**config.mk**
```make
export PLATFORM = sky130hd
export DESIGN_NAME = qla_ctrl
export DESIGN_NICKNAME = d
export VERILOG_FILES = /design/src/hdl/qla_pkg.sv /design/src/hdl/qla_ctrl.sv
export SDC_FILE = /design/constraint.sdc
export NUM_CORES = 1
export LEC_CHECK = 0
export BUFFER_PORTS_ARGS = -buffer_cell sky130_fd_sc_hd__buf_2
export CAP_MARGIN = 20
export CORE_AREA = 2 2 39 41
export CTS_BUF_LIST = sky130_fd_sc_hd__clkbuf_16
export DETAILED_ROUTE_END_ITERATION = 8
export DIE_AREA = 0 0 41 43
export PLACE_DENSITY = 0.75
export SKIP_CTS_REPAIR_TIMING = 1
export SLEW_MARGIN = 5
export SYNTH_ARGS = -nofsm -noshare
export SYNTH_HDL_FRONTEND = slang
export SYNTH_SLANG_ARGS = --single-unit
```
**constraint.sdc**
```tcl
create_clock -name clk_i -period 2.5 [get_ports clk_i]
set_input_delay 0.25 -clock clk_i [delete_from_list [all_inputs] [get_ports clk_i]]
set_output_delay 0.25 -clock clk_i [all_outputs]
set_load 0.005 [all_outputs]
```
**src/hdl/qla_pkg.sv**
```systemverilog
// Shared types, constants and helpers of the Q-learning agent.
`default_nettype none
package qla_pkg;

  localparam int STATE_COUNT = 256;
  localparam int MAX_ACTIONS = 16;
  localparam int Q_W         = 32;
  localparam int STATE_W     = $clog2(STATE_COUNT);
  localparam int ACT_W       = $clog2(MAX_ACTIONS);
  localparam int ADDR_W      = STATE_W + ACT_W;
  localparam int IDX_W       = 20;
  localparam int SAT_W       = 40;

  typedef enum logic [2:0] {
    CFG_LEARN_ENABLE  = 3'd0,
    CFG_STATE_RADIX   = 3'd1,
    CFG_ACTION_COUNT  = 3'd2,
    CFG_LEARN_RATE    = 3'd3,
    CFG_DISCOUNT      = 3'd4,
    CFG_EPS_STEP      = 3'd5,
    CFG_EPS_FLOOR     = 3'd6,
    CFG_DECAY_PERIOD  = 3'd7
  } cfg_idx_e;

  typedef enum logic [3:0] {
    ST_CLEAR, ST_IDLE, ST_PACK, ST_CHECK, ST_MAXSCAN, ST_MULDISC, ST_TARGET,
    ST_BLEND, ST_WRITE, ST_DIVPER, ST_EPS, ST_CHOOSE, ST_DIVPICK, ST_ARGSCAN,
    ST_RESULT
  } st_e;

  typedef struct packed {
    logic        learning_enable;
    logic [4:0]  state_radix;
    logic [4:0]  action_count;
    logic [15:0] learn_rate;
    logic [15:0] discount;
    logic [15:0] epsilon_step;
    logic [15:0] epsilon_floor;
    logic [15:0] decay_period;
  } cfg_t;

  typedef struct packed {
    logic clear_step;
    logic latch;
    logic pack_step;
    logic scan_clr;
    logic scan_step;
    logic rd_prior;
    logic mul_disc;
    logic target;
    logic mul_blend;
    logic write_back;
    logic div_start;
    logic div_sel;
    logic eps_update;
    logic choose;
    logic result;
    logic result_err;
  } cmd_t;

  typedef struct packed {
    logic clear_done;
    logic pack_done;
    logic idx_bad;
    logic learn_prior;
    logic scan_done;
    logic div_done;
    logic explore;
  } stat_t;

  // Clamp to the signed range of a Q entry.
  function automatic logic signed [Q_W-1:0] sat_q(input logic signed [SAT_W-1:0] v);
    logic signed [SAT_W-1:0] hi;
    logic signed [SAT_W-1:0] lo;
    hi = SAT_W'((64'sd1 <<< (Q_W - 1)) - 64'sd1);
    lo = -hi - SAT_W'(1);
    if (v > hi) begin
      return Q_W'(hi);
    end else if (v < lo) begin
      return Q_W'(lo);
    end
    return Q_W'(v);
  endfunction

endpackage
`default_nettype wire

```
**src/hdl/qla_ctrl.sv**
```systemverilog
// Sequencer of one agent step over the datapath.
`default_nettype none
module qla_ctrl (
  input  wire logic           clk_i,
  input  wire logic           rst_ni,
  input  wire logic           start_i,
  input  wire qla_pkg::stat_t stat_i,
  output qla_pkg::cmd_t       cmd_o,
  output logic                busy_o
);
  import qla_pkg::*;

  st_e state_q, state_d;

  always_ff @(posedge clk_i or negedge rst_ni) begin
    if (!rst_ni) begin
      state_q <= ST_CLEAR;
    end else begin
      state_q <= state_d;
    end
  end

  always_comb begin
    state_d = state_q;
    cmd_o   = '0;
    busy_o  = 1'b1;
    case (state_q)
      ST_CLEAR: begin
        cmd_o.clear_step = 1'b1;
        if (stat_i.clear_done) state_d = ST_IDLE;
      end
      ST_IDLE: begin
        busy_o = 1'b0;
        if (start_i) begin
          cmd_o.latch = 1'b1;
          state_d     = ST_PACK;
        end
      end
      ST_PACK: begin
        cmd_o.pack_step = 1'b1;
        if (stat_i.pack_done) state_d = ST_CHECK;
      end
      ST_CHECK: begin
        cmd_o.scan_clr = 1'b1;
        if (stat_i.idx_bad) begin
          cmd_o.result     = 1'b1;
          cmd_o.result_err = 1'b1;
          state_d          = ST_IDLE;
        end else if (stat_i.learn_prior) begin
          state_d = ST_MAXSCAN;
        end else begin
          cmd_o.div_start = 1'b1;
          state_d         = ST_DIVPER;
        end
      end
      ST_MAXSCAN: begin
        cmd_o.scan_step = 1'b1;
        if (stat_i.scan_done) state_d = ST_MULDISC;
      end
      ST_MULDISC: begin
        cmd_o.mul_disc = 1'b1;
        cmd_o.rd_prior = 1'b1;
        state_d        = ST_TARGET;
      end
      ST_TARGET: begin
        cmd_o.target = 1'b1;
        state_d      = ST_BLEND;
      end
      ST_BLEND: begin
        cmd_o.mul_blend = 1'b1;
        state_d         = ST_WRITE;
      end
      ST_WRITE: begin
        cmd_o.write_back = 1'b1;
        cmd_o.div_start  = 1'b1;
        state_d          = ST_DIVPER;
      end
      ST_DIVPER: begin
        if (stat_i.div_done) state_d = ST_EPS;
      end
      ST_EPS: begin
        cmd_o.eps_update = 1'b1;
        state_d          = ST_CHOOSE;
      end
      ST_CHOOSE: begin
        cmd_o.choose = 1'b1;
        if (stat_i.explore) begin
          cmd_o.div_start = 1'b1;
          cmd_o.div_sel   = 1'b1;
          state_d         = ST_DIVPICK;
        end else begin
          cmd_o.scan_clr = 1'b1;
          state_d        = ST_ARGSCAN;
        end
      end
      ST_DIVPICK: begin
        cmd_o.div_sel = 1'b1;
        if (stat_i.div_done) state_d = ST_RESULT;
      end
      ST_ARGSCAN: begin
        cmd_o.scan_step = 1'b1;
        if (stat_i.scan_done) state_d = ST_RESULT;
      end
      ST_RESULT: begin
        cmd_o.result = 1'b1;
        state_d      = ST_IDLE;
      end
      default: begin
        state_d = ST_IDLE;
      end
    endcase
  end
endmodule
`default_nettype wire

```
# [After elaboration in Yosys (flattened, before gate mapping)]
# Index checks and enable logic that the tools add are counted.
[word_totals] word_cells=58 reg_bits=4
[classes] mux=33 eq_ne=21 reduce_logical=3
[op_table] operator="case mux 4 bit (14 select lines)" n=1
[op_table] operator="two-way mux 4 bit" n=9
[op_table] operator="== test 4 bit (second input constant)" n=7
[op_table] operator="== test 4 x 3 -> 1 bit (second input constant)" n=4
[op_table] operator="two-way mux 1 bit" n=16
[op_table] operator="!= test 2 bit (second input constant)" n=7
[op_table] operator="== test 4 x 2 -> 1 bit (second input constant)" n=2
[op_table] operator="AND reduction 7 bit" n=1
[op_table] operator="two-way mux 2 bit" n=3
[op_table] operator="case mux 1 bit (2 select lines)" n=3
[op_table] operator="== test 4 x 1 -> 1 bit (second input constant)" n=1
[op_table] operator="logical NOT 4 bit" n=1
[op_table] operator="case mux 1 bit (3 select lines)" n=1
[op_table] operator="OR reduction 2 bit" n=1

# [Logic depth before layout (Yosys ltp)]
# Gate-level depths: netlist of the first run.
[logic_depth] word_depth=3 mapped_depth=5

# [Least setup slack after synthesis of the first run]
# No wires, ideal clock.
[synth_path] kind="reg-to-output" start="register state_q[1]" end="output cmd_o[10] in the netlist's numbering" n_path_buf=2 t_arrival_ns=1.157 slack_ns=1.093 stages_incl_launch_ff=5 cell_sequence="dfrtp_1 clkbuf_8 or2b_2 nor2_1 buf_4"
[synth_lines] element="start, declared" line_no="qla_ctrl.sv:13" rtl="st_e state_q, state_d;"
[synth_lines] element="start signal, assigned" line_no="qla_ctrl.sv:19" rtl="state_q <= state_d;"
[synth_lines] element="end, declared" line_no="qla_ctrl.sv:8" rtl="output qla_pkg::cmd_t cmd_o,"

==> impl_metrics.json, run 1 <==
{
  "cpPeakStageDelay_ns": 0.73,
  "crit_path_top_delay_cell": "dfrtp_1",
  "synthFlopType": "dfrtp_1",
  "tritoncts_num_sinks": 4,
  "core_region_area_um2": 1380,
  "globalRouteOverflowTotal": 0,
  "die-width_um": 41,
  "worstSetupEndpointType": "output port",
  "final-max-slew-violation-count": 0,
  "dr_total_vias": 555,
  "synth.yosys.seq_area_share_pct": 19.1,
  "dp_hpwl_um": 866,
  "pwr-share-clk_pct": 28.4,
  "vdd_drop_max_mv": 0.751,
  "largest_register_ffs": 4,
  "yosysMostFrequentCell": "nor2_1",
  "detailed_place.area_um2": 586,
  "path_class": "reg -> out",
  "asyncSetResetFlopFracSynth_pct": 100,
  "cellInternalPower_uw": 502,
  "post-route-min-period_ns": 1.86,
  "placed_cells": 106,
  "routabilityCongestion": 0.729,
  "synth.yosys.warnings": 0,
  "final_nets": 106,
  "grt_overall_usage_pct": 13.8,
  "wirelength_mm": 1.18,
  "cts-root-buf": "clkbuf_16",
  "reg.largest.list": "state_q (4)",
  "synth_edf_count": 0,
  "critical_path_required_ns": 2.25,
  "full_die_area_um2": 1760,
  "clock_tree.buffer_depth": 2,
  "clock-skew-final_ns": 0.000519,
  "tritoncts": "built",
  "synth_top_area_share_pct": 19.1,
  "total_of_max_cap_violations": 0,
  "worst_hold_path_type": "in -> async",
  "sw_frac_of_total_pct": 41.9,
  "cts_inserted_buffers": 3,
  "die_height_um": 43,
  "totalNegativeSetupSlack_ns": 0,
  "netlist.top_cell.by_area": "dfrtp_1",
  "drive_above_1_share_pct": 33.0,
  "share_seq_of_total_power_pct": 27.8,
  "post_dr_wirelength_cell_um": 10.8,
  "ys_top_cells_by_count": "nor2_1 (13), a21oi_1 (6), nand2_1 (6)",
  "floorplan.initialDensity_pct": 37.9,
  "layout.cells.non_filler": 110,
  "setup.worst_path.start_class": "flip-flop",
  "crit_chain": "nor3_1 -> a21oi_1 -> a2bb2oi_1 -> nor2_1 -> buf_2",
  "period_utilization_post_route_pct": 74.4,
  "critical_path_arrival_ns": 1.61,
  "netlist_area_um2": 524,
  "syn-num-nets": 82,
  "netlist_instances": 72,
  "fp-row-count": 14,
  "clock_latency_ns": 0.22,
  "p_leak_nw": 0.330,
  "dr.pass1.iters": 4,
  "achievable-frequency_ghz": 0.538,
  "netlist-cell-type-count": 30,
  "final_cell_area_um2": 671,
  "areaGrowthSynthToFinish_pct": 27.9,
  "drc": 0,
  "comb_power_share_pct": 43.8,
  "grt_first_pass_wirelength_mm": 1.68,
  "synth.ff_latch_count": 4,
  "synth.avg_cell_area_um2": 7.28,
  "via_count_of_the_first_global_routing_pass": 438,
  "final-hold-violation-count": 0,
  "synth.area.top_cells": "dfrtp_1 (19%), clkbuf_8 (11%), nor2_1 (9.3%)",
  "power_switching_uw": 362,
  "p_per_area_nw_per_um2": 1290,
  "grt_start_max_net_pins": 24,
  "setup_violations": 0,
  "vias_per_cell": 5.05,
  "detail_route.iter0.violations": 3,
  "tightest_slew_ns": 0.622,
  "design.portCount": 27,
  "grt_antenna_before_repair": 0,
  "worst_path_max_fanout": 23,
  "slew-limit-headroom_pct": 58.6,
  "power_uw": 863,
  "registers.top_by_ff_count": "state_q",
  "port-buffer-count": 26,
  "rsz0062_at_grt": "false",
  "cts-htree-levels": 1,
  "ant_nets": 0,
  "num_antenna_cells": 0,
  "clk_transition_reported_paths_ns": 0.03,
  "status": "completed"
}
routing by layer:
metal	vias up	GRT usage, %	wire (um)	share of wire (%)
met4	0	8.00	17	1.4
li1	297	-	-	-
met3	2	3.14	57	4.8
met5	-	0	0	0
met2	18	19.4	553	47
met1	238	18.6	555	47
path summary, 6_finish.rpt:
check | startpoint | end | slack, ns | depth (start not counted)
worst max register to register | state_q[0] | state_q[0] | 0.98 | 4
worst max-delay path | state_q[3] | cmd_o[5] | 0.64 | 5
max in group asynchronous | rst_ni | state_q[1] | 2.02 | 2
min in group clk_i | stat_i[3] | state_q[3] | 0.46 | 4
worst min-delay path | rst_ni | state_q[3] | 0.36 | 2
worst min register to register | state_q[1] | state_q[1] | 0.78 | 1
per-stage QoR:
step	hold WS (ns)	setup WS, ns	util (%)
floorplan	-0.0456	1.09	-
global placement	0.0541	0.909	42.3
detailed placement	0.0574	0.878	42.3
CTS	-0.175	0.637	47.7
global route	0.376	0.471	48.5
finish	0.364	0.640	48.5
final cells by class:
cell class                      count  area, um2
Tap cell                           16       20.0
Sequential cell                     4        100
Clock buffer                        3       75.1
Inverter                            1       3.75
Timing Repair Buffer               27        140
Fill cell                         137        713
Multi-Input combinational cell     59        332
cell usage in the layout, fill, tap and decap left out, types with 2 or more instances in the layout:
| cell | n |
|---|---|
| buf_2 | 26 |
| clkbuf_16 | 3 |
| a21oi_1 | 6 |
| a31oi_1 | 2 |
| nand2b_1 | 2 |
| nor2_1 | 13 |
| nor2b_1 | 4 |
| dfrtp_1 | 4 |
| nand2_1 | 6 |
| nor3_1 | 5 |
| o21ai_0 | 3 |
| nor3b_1 | 3 |
power by group through the flow:
stage / Sequential, mW / Clock (mW) / Combinational [mW]
final: 0.240 / 0.245 / 0.378
after detailed placement: 0.238 / 0 / 0.381
after CTS: 0.237 / 0.249 / 0.382
after global placement: 0.232 / 0 / 0.372
after floorplan: 0.126 / 0 / 0.462
after global routing: 0.256 / 0.253 / 0.428
cells by family after synthesis:
| family | after synthesis | synth area share, % |
|---|---|---|
| compound gates | 17 | 19.8 |
| xor+xnor | 1 | 1.67 |
| buf+inv | 9 | 17.7 |
| flops | 4 | 19.1 |
| mux | 1 | 1.91 |
| simple gates | 40 | 39.9 |
critical path, delay by kind of cell (launching register included):
kind | cells | cell delay [ns]
simple gates | 2 | 0.18
buf+inv | 1 | 0.14
compound gates | 2 | 0.33
flops | 1 | 0.73
Power figures use the tool's default switching activity.
==> run 2: changes to the inputs <==
==> constraint.sdc (replaced) <==
create_clock -name clk_i -period 1.77 [get_ports clk_i]
set_input_delay 0.177 -clock clk_i [delete_from_list [all_inputs] [get_ports clk_i]]
set_output_delay 0.177 -clock clk_i [all_outputs]
set_load 0.005 [all_outputs]
==> impl_metrics.json, run 2 (same netlist as run 1, synthesis figures left out) <==
{
  "drc": 0,
  "dr_total_vias": 590,
  "final_cell_area_um2": 702,
  "grt_antenna_before_repair": 0,
  "setup.worst_path.start_class": "flip-flop",
  "die-width_um": 41,
  "placed_cells": 110,
  "post_dr_wirelength_cell_um": 11.2,
  "critical_path_arrival_ns": 1.46,
  "final-max-slew-violation-count": 0,
  "die_height_um": 43,
  "rsz0062_at_grt": "false",
  "tightest_slew_ns": 0.446,
  "ant_nets": 0,
  "setup_violations": 0,
  "power_mw": 1.30,
  "grt_start_max_net_pins": 19,
  "cts_inserted_buffers": 3,
  "pnr_worst_setup_slack_ns": 0.132,
  "areaGrowthSynthToFinish_pct": 33.9,
  "clock-skew-final_ns": 0.00230,
  "worst_hold_margin_ns": 0.286,
  "clock_tree.buffer_depth": 2,
  "totalNegativeSetupSlack_ns": 0,
  "floorplan.initialDensity_pct": 37.9,
  "port-buffer-count": 26,
  "registers.top_by_ff_count": "state_q",
  "tritoncts_num_sinks": 4,
  "most-common-layout-cells": "buf_2 (26), nor2_1 (13), nand2_1 (6), a21oi_1 (6), nor3_1 (5)",
  "core_region_area_um2": 1380,
  "cts-root-buf": "clkbuf_16",
  "globalRouteOverflowTotal": 0,
  "clk_transition_reported_paths_ns": 0.03,
  "dr.pass1.iters": 4,
  "period_utilization_post_route_pct": 92.5,
  "grt_first_pass_wirelength_mm": 2.04,
  "drive_above_1_share_pct": 36.7,
  "fp-row-count": 14,
  "p_leak_nw": 0.349,
  "status": "completed",
  "final-hold-violation-count": 0,
  "via_count_of_the_first_global_routing_pass": 496,
  "path_class": "reg -> out",
  "final_common_cell": "buf_2",
  "worst_hold_path_type": "in -> async",
  "design.portCount": 27,
  "final_nets": 110,
  "vias_per_cell": 5.18,
  "vdd_drop_max_mv": 0.815,
  "p_per_area_nw_per_um2": 1850,
  "worst_path_max_fanout": 11,
  "critical_path_required_ns": 1.59,
  "dp_hpwl_um": 978,
  "reg.largest.list": "state_q (4)",
  "num_antenna_cells": 0,
  "post-route-min-period_ns": 1.64,
  "cts-htree-levels": 1,
  "tritoncts": "built",
  "wirelength_mm": 1.28,
  "achievable-frequency_ghz": 0.610,
  "full_die_area_um2": 1760,
  "routabilityCongestion": 0.788,
  "detailed_place.area_um2": 616,
  "largest_register_ffs": 4,
  "post-route-util_pct": 50.7,
  "slew-limit-headroom_pct": 70.3,
  "worstSetupEndpointType": "output port",
  "clock_latency_ns": 0.22,
  "total_of_max_cap_violations": 0,
  "reg2reg_slack_ns": 0.36,
  "detail_route.iter0.violations": 9,
  "layout.cells.non_filler": 114,
  "minimum_setup_slack_after_placement_ns": 0.356,
  "grt_overall_usage_pct": 16.7
}
-- run 2: cell type report --
cell class,count,area (um2)
fill,144,682
multi-input combinational,59,332
timing repair buffer,31,170
sequential,4,101
clock buffer,3,75.1
tap,16,20.0
inverter,1,3.75
-- run 2: final timing paths --
check | from | to | cells past startpoint
max in group asynchronous | rst_ni | state_q[3] | 2
max reg2reg | state_q[0] | state_q[0] | 4
max | state_q[0] | cmd_o[4] | 5
min | rst_ni | state_q[1] | 2
min in group clk_i | stat_i[3] | state_q[3] | 4
min reg2reg | state_q[1] | state_q[1] | 2
-- run 2: critical path, stage by stage, from the launching register on --
cell and delay, ns:
dfrtp_1 0.54, nand2_1 0.22, nor2_1 0.17, a22oi_1 0.08, nor2b_1 0.11, buf_2 0.12
-- run 2: routing by layer --
metal  share of wire (%)  vias up  track usage, %  wire length [um]
li1                    -      299               -                 -
met1                  44      262            21.6               560
met2                  46       27            25.9               589
met3                 8.8        2            2.09               112
met4                 1.3        0            8.00                16
met5                   0        -               0                 0
-- run 2: report_power, final --
| part | total (mW) | internal (mW) | switching [mW] |
|---|---|---|---|
| logic | 0.654 | 0.337 | 0.317 |
| registers | 0.290 | 0.139 | 0.151 |
| clock network | 0.352 | 0.289 | 0.0630 |
==> run 3: changes to the inputs <==
--- a/config.mk
+++ b/config.mk
@@ -11,7 +11,7 @@
 export CTS_BUF_LIST = sky130_fd_sc_hd__clkbuf_16
 export DETAILED_ROUTE_END_ITERATION = 8
 export DIE_AREA = 0 0 41 43
-export PLACE_DENSITY = 0.75
+export PLACE_DENSITY_LB_ADDON = 0.15
 export SKIP_CTS_REPAIR_TIMING = 1
 export SLEW_MARGIN = 5
 export SYNTH_ARGS = -nofsm -noshare
==> impl_metrics.json, run 3 (same netlist as run 1, synthesis figures left out) <==
{
  "clk_transition_reported_paths_ns": 0.03,
  "port-buffer-count": 26,
  "cts-htree-levels": 1,
  "cts_inserted_buffers": 3,
  "die_height_um": 43,
  "grt_antenna_before_repair": 0,
  "most-common-layout-cells": "buf_2 (26), nor2_1 (13), nand2_1 (6), a21oi_1 (6), nor3_1 (5)",
  "wirelength_mm": 1.29,
  "cpLargestDelayFamily": "flip-flops",
  "p_per_area_nw_per_um2": 1840,
  "critical_path.reg2reg.endpoint": "state_q[1]",
  "minimum_setup_slack_after_placement_ns": 0.367,
  "tritoncts_num_sinks": 4,
  "via_count_of_the_first_global_routing_pass": 430,
  "rsz0062_at_grt": "false",
  "fp-row-count": 14,
  "grt_overall_usage_pct": 15.6,
  "vdd_drop_max_mv": 1.11,
  "grt_start_max_net_pins": 21,
  "timing.rr.start": "state_q[2]",
  "totalNegativeSetupSlack_ns": 0,
  "worst_hold_path_type": "in -> async",
  "setup_violations": 0,
  "setup.worst_path.start_class": "flip-flop",
  "clock_latency_ns": 0.22,
  "drive_above_1_share_pct": 36.1,
  "grt_first_pass_wirelength_mm": 1.90,
  "floorplan.initialDensity_pct": 37.9,
  "tritoncts": "built",
  "die-width_um": 41,
  "drc": 0,
  "crit_chain": "nand2_1 -> nor2_1 -> a31oi_1 -> nor2b_1 -> buf_2",
  "critical_path_required_ns": 1.59,
  "worst_path_max_fanout": 20,
  "post-route-min-period_ns": 1.61,
  "filler_cell_count": 151,
  "routabilityCongestion": 0.750,
  "path_class": "reg -> out",
  "detail_route.iter0.violations": 3,
  "final-hold-violation-count": 0,
  "worst-r2r-cell-count": 4,
  "slew-limit-headroom_pct": 63.1,
  "reg2reg_slack_ns": 0.37,
  "total_of_max_cap_violations": 0,
  "core_region_area_um2": 1380,
  "achievable-frequency_ghz": 0.620,
  "final_common_cell": "buf_2",
  "critical_path_arrival_ns": 1.44,
  "final_nets": 109,
  "vias_per_cell": 5.05,
  "registers.top_by_ff_count": "state_q",
  "power_mw": 1.28,
  "p_leak_nw": 0.343,
  "clock_tree.buffer_depth": 2,
  "worstSetupEndpointType": "output port",
  "status": "completed",
  "tightest_slew_ns": 0.553,
  "worst_setup_path_start": "state_q[2]",
  "period_utilization_post_route_pct": 91.2,
  "globalRouteOverflowTotal": 0,
  "design.portCount": 27,
  "pnr_worst_setup_slack_ns": 0.156,
  "reg.largest.list": "state_q (4)",
  "final-max-slew-violation-count": 0,
  "cpPeakStageDelay_ns": 0.68,
  "ant_nets": 0,
  "cts-root-buf": "clkbuf_16",
  "dr.pass1.iters": 4,
  "largest_register_ffs": 4,
  "dp_hpwl_um": 949,
  "clock-skew-final_ns": 0.000437,
  "num_antenna_cells": 0,
  "full_die_area_um2": 1760,
  "areaGrowthSynthToFinish_pct": 32.5,
  "path_buf_inv": 1,
  "crit_path_top_delay_cell": "dfrtp_1",
  "dr_total_vias": 571,
  "post_dr_wirelength_cell_um": 11.4
}
[run 3: cell types whose count changed in the layout (fill, tap and decap cells not counted), sizes merged]
| cell | delta |
|---|---|
| buf | -1 |
[run 3: per-stage QoR]
step | std cells | area, um2 | hold slack [ns] | utilization (%)
2_1_floorplan | 72 | 524 | -0.119 | -
3_3_place_gp | 109 | 608 | -0.0151 | 43.9
3_5_place_dp | 109 | 608 | -0.0150 | 43.9
4_1_cts | 112 | 683 | -0.247 | 49.4
5_1_grt | 113 | 694 | 0.296 | 50.2
6_report | 113 | 694 | 0.288 | 50.2
[run 3: how the worst max path moves through the flow]
stage	cells after the start	slack [ns]	to
CTS	5	0.12	cmd_o[5]
finish	5	0.16	cmd_o[1]
global placement	5	0.38	cmd_o[5]
detailed placement	5	0.37	cmd_o[5]
floorplan	4	0.44	cmd_o[10]
global route	4	0.04	cmd_o[1]
[run 3: report_power, final]
part | leakage (nW) | switching, mW | internal (mW)
logic | 0.259 | 0.332 | 0.327
clock network | 0.0370 | 0.0578 | 0.288
registers | 0.0473 | 0.135 | 0.139
[run 3: routing by layer]
| metal | share of wire [%] | track usage, % | wire (um) | up-vias |
|---|---|---|---|---|
| met2 | 46 | 21.3 | 598 | 23 |
| li1 | - | - | - | 301 |
| met1 | 44 | 23.5 | 573 | 245 |
| met3 | 8.5 | 3.14 | 110 | 2 |
| met5 | 0 | 0 | 0 | - |
| met4 | 0.62 | 6.00 | 8 | 0 |
[run 3: worst reg2reg max path, delay by kind of cell (launching register included)]
kind               cells  cell delay (ns)
AOI/OAI and AO/OA      3             0.35
DFF                    1             0.68
muxes                  1             0.25
[run 3: cell type report]
class                   count  area (um2)  share of cell area, %
well taps                  16        20.0                   2.88
inverters                   1        3.75                  0.541
clock buffers               3        75.1                   10.8
repair buffers             30         163                   23.4
flip-flops and latches      4         101                   14.6
multi-input cells          59         332                   47.7
